### config.mk
export PLATFORM = sky130hd
export DESIGN_NAME = cs_ctrl
export DESIGN_NICKNAME = d
export VERILOG_FILES = /design/src/rtl/cs_pkg.sv /design/src/rtl/cs_ctrl.sv
export SDC_FILE = /design/constraint.sdc
export NUM_CORES = 1
export LEC_CHECK = 0
export BUFFER_PORTS_ARGS = -buffer_cell sky130_fd_sc_hd__buf_2
export CAP_MARGIN = 25
export CORE_AREA = 2 2 39 41
export CTS_BUF_LIST = sky130_fd_sc_hd__clkbuf_4 sky130_fd_sc_hd__clkbuf_8
export DETAILED_ROUTE_END_ITERATION = 6
export DIE_AREA = 0 0 41 43
export HOLD_SLACK_MARGIN = 0.1
export PLACE_DENSITY = 0.31
export RECOVER_POWER = 25
export SYNTH_ARGS = -nofsm -noshare
export SYNTH_HDL_FRONTEND = slang
export SYNTH_SLANG_ARGS = --single-unit
### constraint.sdc
create_clock -name clk -period 3 [get_ports clk]
set_input_delay 0.3 -clock clk [delete_from_list [all_inputs] [get_ports clk]]
set_output_delay 0.3 -clock clk [all_outputs]
set_load 0.005 [all_outputs]
### src/rtl/cs_pkg.sv
// Shared types, constants and the exp lookup table for the categorical sampler.
package cs_pkg;

	localparam int unsigned MAX_WEIGHTS     = 1024;
	localparam int unsigned EXP_TABLE_DEPTH = 256;

	localparam int AddrW    = $clog2(MAX_WEIGHTS);
	localparam int CntW     = AddrW + 1;
	localparam int WeightW  = 17;
	localparam int LogW     = 16;
	localparam int MapW     = 16;
	localparam int UniW     = 16;
	localparam int SumW     = AddrW + 17;
	localparam int TabW     = $clog2(EXP_TABLE_DEPTH);
	localparam int DiffIdxW = LogW - 4;

	localparam logic signed [LogW-1:0] LogMin = {1'b1, {(LogW-1){1'b0}}};
	localparam logic signed [LogW-1:0] LogMax = {1'b0, {(LogW-1){1'b1}}};

	localparam logic [63:0] Q58One = 64'h1 << 58;
	localparam logic [63:0] ExpDen = 64'd16;

	typedef logic [MapW-1:0] exp_tab_t [EXP_TABLE_DEPTH];

	typedef struct packed {
		logic load;
		logic sum_start;
		logic walk_start;
		logic out_load;
	} cmd_t;

	typedef struct packed {
		logic done;
		logic out_free;
	} status_t;

	// Q6.58 product, truncated
	function automatic logic [63:0] mul_q58(input logic [63:0] a, input logic [63:0] b);
		logic [127:0] p;
		p = {64'b0, a} * {64'b0, b};
		return p[121:58];
	endfunction

	// floor(n / d) by restoring shift-subtract
	function automatic logic [63:0] div_u64(input logic [63:0] n, input logic [63:0] d);
		logic [63:0] q;
		logic [64:0] r;
		q = '0;
		r = '0;
		for (int b = 63; b >= 0; b--) begin
			r = {r[63:0], n[b]};
			if (r >= {1'b0, d}) begin
				r    = r - {1'b0, d};
				q[b] = 1'b1;
			end
		end
		return q;
	endfunction

	// exp(-num/16) in Q6.58 by truncated Taylor terms
	function automatic logic [63:0] exp_neg_q58(input logic [63:0] num);
		logic [63:0] term;
		logic [63:0] pos;
		logic [63:0] neg;
		term = Q58One;
		pos  = Q58One;
		neg  = 64'd0;
		for (int k = 1; k <= 60; k++) begin
			term = div_u64(term * num, ExpDen * 64'(k));
			if ((k & 1) == 1) begin
				neg = neg + term;
			end else begin
				pos = pos + term;
			end
		end
		return pos - neg;
	endfunction

	function automatic exp_tab_t build_exp_table();
		exp_tab_t     tab;
		logic [63:0]  frac [16];
		logic [63:0]  e1;
		logic [63:0]  whole;
		logic [63:0]  p;
		logic [127:0] r;
		logic [63:0]  q;
		e1    = exp_neg_q58(64'd16);
		whole = Q58One;
		for (int j = 0; j < 16; j++) begin
			frac[j] = exp_neg_q58(64'(j));
		end
		for (int i = 0; i < EXP_TABLE_DEPTH; i++) begin
			if (i != 0 && (i & 15) == 0) begin
				whole = mul_q58(whole, e1);
			end
			p = mul_q58(whole, frac[i & 15]);
			r = {64'b0, p} * 128'd65535 + (128'd1 << 57);
			q = r[121:58];
			tab[i] = (q > 64'd65535) ? 16'hFFFF : q[MapW-1:0];
		end
		return tab;
	endfunction

	localparam exp_tab_t EXP_TAB = build_exp_table();

	// log view of a weight: saturate to the signed 16-bit range
	function automatic logic signed [LogW-1:0] log_view(input logic signed [WeightW-1:0] w);
		logic signed [LogW-1:0] v;
		if (w[WeightW-1] != w[WeightW-2]) begin
			v = w[WeightW-1] ? LogMin : LogMax;
		end else begin
			v = w[LogW-1:0];
		end
		return v;
	endfunction

endpackage

### src/rtl/cs_ctrl.sv
// Sequencer of the categorical sampler: load, sum pass, threshold, walk, result.
module cs_ctrl (
	input  logic            clk,
	input  logic            arst_n,
	input  logic            in_valid,
	input  logic            in_is_last,
	output logic            in_ready,
	output cs_pkg::cmd_t    cmd,
	input  cs_pkg::status_t status
);

	localparam logic [2:0] ST_IDLE = 3'd0;
	localparam logic [2:0] ST_SUM  = 3'd1;
	localparam logic [2:0] ST_MUL  = 3'd2;
	localparam logic [2:0] ST_WALK = 3'd3;
	localparam logic [2:0] ST_PUT  = 3'd4;

	logic [2:0] state_q;
	logic [2:0] state_d;

	assign in_ready = (state_q == ST_IDLE);

	always_comb begin
		cmd.load       = in_valid && in_ready;
		cmd.sum_start  = in_valid && in_ready && in_is_last;
		cmd.walk_start = (state_q == ST_MUL);
		cmd.out_load   = (state_q == ST_PUT) && status.out_free;
	end

	always_comb begin
		state_d = state_q;
		case (state_q)
			ST_IDLE: begin
				if (cmd.sum_start) begin
					state_d = ST_SUM;
				end
			end
			ST_SUM: begin
				if (status.done) begin
					state_d = ST_MUL;
				end
			end
			ST_MUL: begin
				state_d = ST_WALK;
			end
			ST_WALK: begin
				if (status.done) begin
					state_d = ST_PUT;
				end
			end
			ST_PUT: begin
				if (status.out_free) begin
					state_d = ST_IDLE;
				end
			end
			default: begin
				state_d = ST_IDLE;
			end
		endcase
	end

	always_ff @(posedge clk or negedge arst_n) begin
		if (!arst_n) begin
			state_q <= ST_IDLE;
		end else begin
			state_q <= state_d;
		end
	end

endmodule

# ---- After elaboration in Yosys (flattened, before gate mapping)
# Index checks and enable logic that the tools add are counted.
# Widths: inputs -> output; s select.
dict set report totals {
  mem_bits_ro 0
  mem_bits_rw 0
  ff_bits 3
  word_cells 19
  n_memories 0
  latchBits 0
  out_inout_bits 5
}
dict set report classes {
  n_mul 0
  add_sub_neg 0
  bitwise 0
  n_shift 0
  n_div 0
  n_eq_ne 8
  order_cmp 0
  reduce_logical 5
  n_mux 5
}
# op n
set op_table {}
lappend op_table {{$pmux 3 s5} 1}
lappend op_table {{$mux 3} 4}
lappend op_table {{$eq 3x2->1 const B} 2}
lappend op_table {{$ne 2x2->1 const B} 3}
lappend op_table {{$reduce_and 4->1} 1}
lappend op_table {{$eq 3x1->1 const B} 1}
lappend op_table {{$eq 3x3->1 const B} 1}
lappend op_table {{$logic_and 1x1->1} 3}
lappend op_table {{$logic_not 3->1} 1}
lappend op_table {{$ne 2x1->1 const B} 1}

# ---- Depth between registers and ports, before layout
dict set report logic_depth {
  word_depth 5
  mapped_depth 2
  ltp_nobuf 2
}

# ---- Least setup slack after synthesis
# No wires, ideal clock.
dict set report synth_timing {
  path_type {register -> output}
  from {register state_q[2]}
  to {output cmd[2] (netlist bit)}
  path_stages_with_launch 3
  path_slack_ps 1805
  t_arrival_ps 895
  n_path_buf 0
  required_ps 2700
  path_cell_list {dfrtp_1 nor3_1 and3_1}
}
# item line
set synth_rtl {}
lappend synth_rtl {{from (decl)} cs_ctrl.sv:18} ;# logic [2:0] state_q;
lappend synth_rtl {{from (signal assigned)} cs_ctrl.sv:66} ;# state_q <= state_d;
lappend synth_rtl {{to (decl)} cs_ctrl.sv:8} ;# output cs_pkg::cmd_t cmd,

==> results.md <==
- Violation count after the first detailed-route iteration: 3
- Arrival time at the worst endpoint: 1260 ps
- Number of nets at the end of the flow: 40
- Largest driver fanout on the critical path: 7
- Clock slew seen by the registers of the worst setup and hold paths: 40 ps
- Depth of the CTS H-tree: 1
- Util after Layout: 0.202
- Clk_skew: 2.80 ps
- Register bank with the most flops: state_q
- Initial DRT Pass Iterations: 3
- Relative max-transition margin: 0.808
- Post-synth top area share: 0.441
- Drt wl/cell: 9.14 um
- Portion of the post-synthesis area used by sequential elements: 0.441
- CTS Sinks: 3
- Peak clock frequency supported by timing: 0.641 GHz
- Leading area contributor after synthesis: dfrtp_1
- Instance count of the mapped netlist: 18
- Placed inst area: 240 sq um
- Pleak: 0.140 nW
- Final Hold Violating Endpoints: 0
- Most common cell after layout, fill and taps aside: buf_2
- Number of I/O port buffers: 10
- Vias/cell: 3.84
- Part of the cycle the worst path needs: 0.520
- Status: completed
- First-pass GRT wire length: 703 um
- Total power consumption of the routed design: 0.000244 W
- Final sum of negative setup slack: 0 ps
- Biggest registers after layout: state_q (3)
- Worst-case clock buffer depth: 2
- Type of origin of the critical path: flip-flop
- Number of antenna violations at the first check in global routing: 0
- Syn Std Cell Area: 170 sq um
- Area growth, synth to finish: 64.0%
- Sw Ratio: 0.337
- Root buffer cell: clkbuf_4
- Post_cts resized: 0
- Final instance area: 279 sq um
- Final HPWL from detailed placement: 361 um
- X dimension of the die: 41 um
- Setup repair after global routing missed its margin: no
- Total number of yosys warnings: 0
- Category of the most critical setup path: reg -> out
- Flip-flop count of the largest register after layout: 3
- Filler Cells Inserted: 152
- Post-route ant nets: 0
- Row cnt: 14
- Internal power consumption: 0.000162 W
- Final setup viols: 0
- Clock power share: 0.319
- # Post-CTS Setup Buffers: 0
- Power per cell area: 876 nW/um^2
- Fraction of final layout cells with drive strength greater than 1: 0.424
- Top post-synthesis cells by area: dfrtp_1, and3_1, nand4bb_1
- Total clock buffers created by CTS: 3
- Pin count of the biggest net entering global routing: 8
- Final-report max-slew violation count: 0
- Storage cell area: 75.1 sq um
- Vias in the first global route: 192
- Actual slew at the worst max-slew pin: 285 ps
- Critical Path RT: 2700 ps
- Count of cell types in the netlist: 13
- I/O pin cnt: 11
- Hold-fix buffers at CTS: 1
- CP Capture Type: output port
- Clock tree from TritonCTS: built
- Synthesized flop and latch total: 3
- Net count of the mapped netlist: 24
- Share of power burned in combinational logic: 0.328
- IR Drop Worst-Case VDD: 0.199 mV
- Overflow after GRT: 0
- Die span in y: 43 um
- Total number of vias: 188
- Area of the die: 1760 sq um
- All-layer global routing usage: 0.0634
- Total detailed-routing wirelength: 448 um
- Share of total power in sequential cells: 0.353
- Antenna diode count: 0
- Switching power summed over all nets: 0.0000823 W
- Final weighted congestion in routability-driven placement: 0.701
- Total core area: 1380 sq um
- Highest-count cells in the layout ignoring fill and taps: buf_2, clkbuf_4, dfrtp_1
- Multi-input combinational cell area: 95.1 sq um
- Starting density of the core: 0.123
- Shortest clock period the worst path allows after layout: 1560 ps
- Post-route DRC violation count: 0
- Classification of the worst-slack hold path: in -> reg
- Count of maximum capacitance violations: 0
- Synthesized area per cell: 9.45 sq um
- Skew-Pair Late Insertion Delay: 230 ps
-- stage by stage --
stage	hold slack [ps]	worst slack (ps)	cells
2_1_floorplan	4.41	1800	18
3_3_place_gp	98.1	1740	44
3_5_place_dp	95.7	1690	44
4_1_cts	354	1440	49
5_1_grt	355	1370	49
6_report	357	1440	49
-- cells by family (layout without fill, tap and decap cells) --
family	count (synthesis)	after routing	share of synthesized area
DFF	3	3	0.441
AOI/OAI and AO/OA	3	3	0.103
buffers and inverters	0	15	0
and+or+nand+nor	12	12	0.456
-- Yosys cell counts, drive strengths merged --
| cell type | number |
|---|---|
| o21ai | 2 |
| nand4bb | 1 |
| nor3 | 1 |
| nand2b | 1 |
| a211oi | 1 |
| nand2 | 2 |
| dfrtp | 3 |
| nor3b | 1 |
| and2 | 2 |
| and3 | 2 |
| nor2 | 1 |
| or4b | 1 |
-- final cells by class --
cell class | instances | share of cell area
Timing Repair Buffer | 11 | 0.211
Clock buffer | 4 | 0.108
Sequential cell | 3 | 0.269
Tap cell | 16 | 0.0717
Multi-Input combinational cell | 15 | 0.341
-- worst max-delay path, cell delays in order (launching register included) --
cell and delay (ps):
dfrtp_1 430, nor3_1 310, and3_1 190, buf_2 100
-- path summary, 6_finish.rpt --
| kind | from | to | slack (ps) | cells after the start |
|---|---|---|---|---|
| max | state_q[2] | cmd[2] | 1440 | 3 |
| min | in_valid | state_q[0] | 360 | 3 |
| max reg2reg | state_q[0] | state_q[2] | 1860 | 2 |
| min reg2reg | state_q[2] | state_q[0] | 550 | 1 |
| max in group asynchronous | arst_n | state_q[0] | 2440 | 2 |
| min in group asynchronous | arst_n | state_q[1] | 410 | 2 |
-- per-layer routing --
| layer | track usage | share of wire | up-vias |
|---|---|---|---|
| met5 | 0 | 0 | - |
| met4 | 0.0600 | 0 | 0 |
| met3 | 0.0314 | 0.054 | 0 |
| met2 | 0.0969 | 0.56 | 6 |
| met1 | 0.0552 | 0.39 | 87 |
| li1 | - | - | 95 |
-- power groups by stage --
stage | clock (W) | sequential, W | combinational [W]
2_1_floorplan | 0 | 0.0000775 | 0.0000497
3_3_place_gp | 0 | 0.0000867 | 0.0000807
3_5_place_dp | 0 | 0.0000864 | 0.0000807
4_1_cts | 0.0000810 | 0.0000859 | 0.0000821
5_1_grt | 0.0000863 | 0.0000894 | 0.0000887
6_report | 0.0000779 | 0.0000862 | 0.0000803
(Power assumes the default switching activity.)
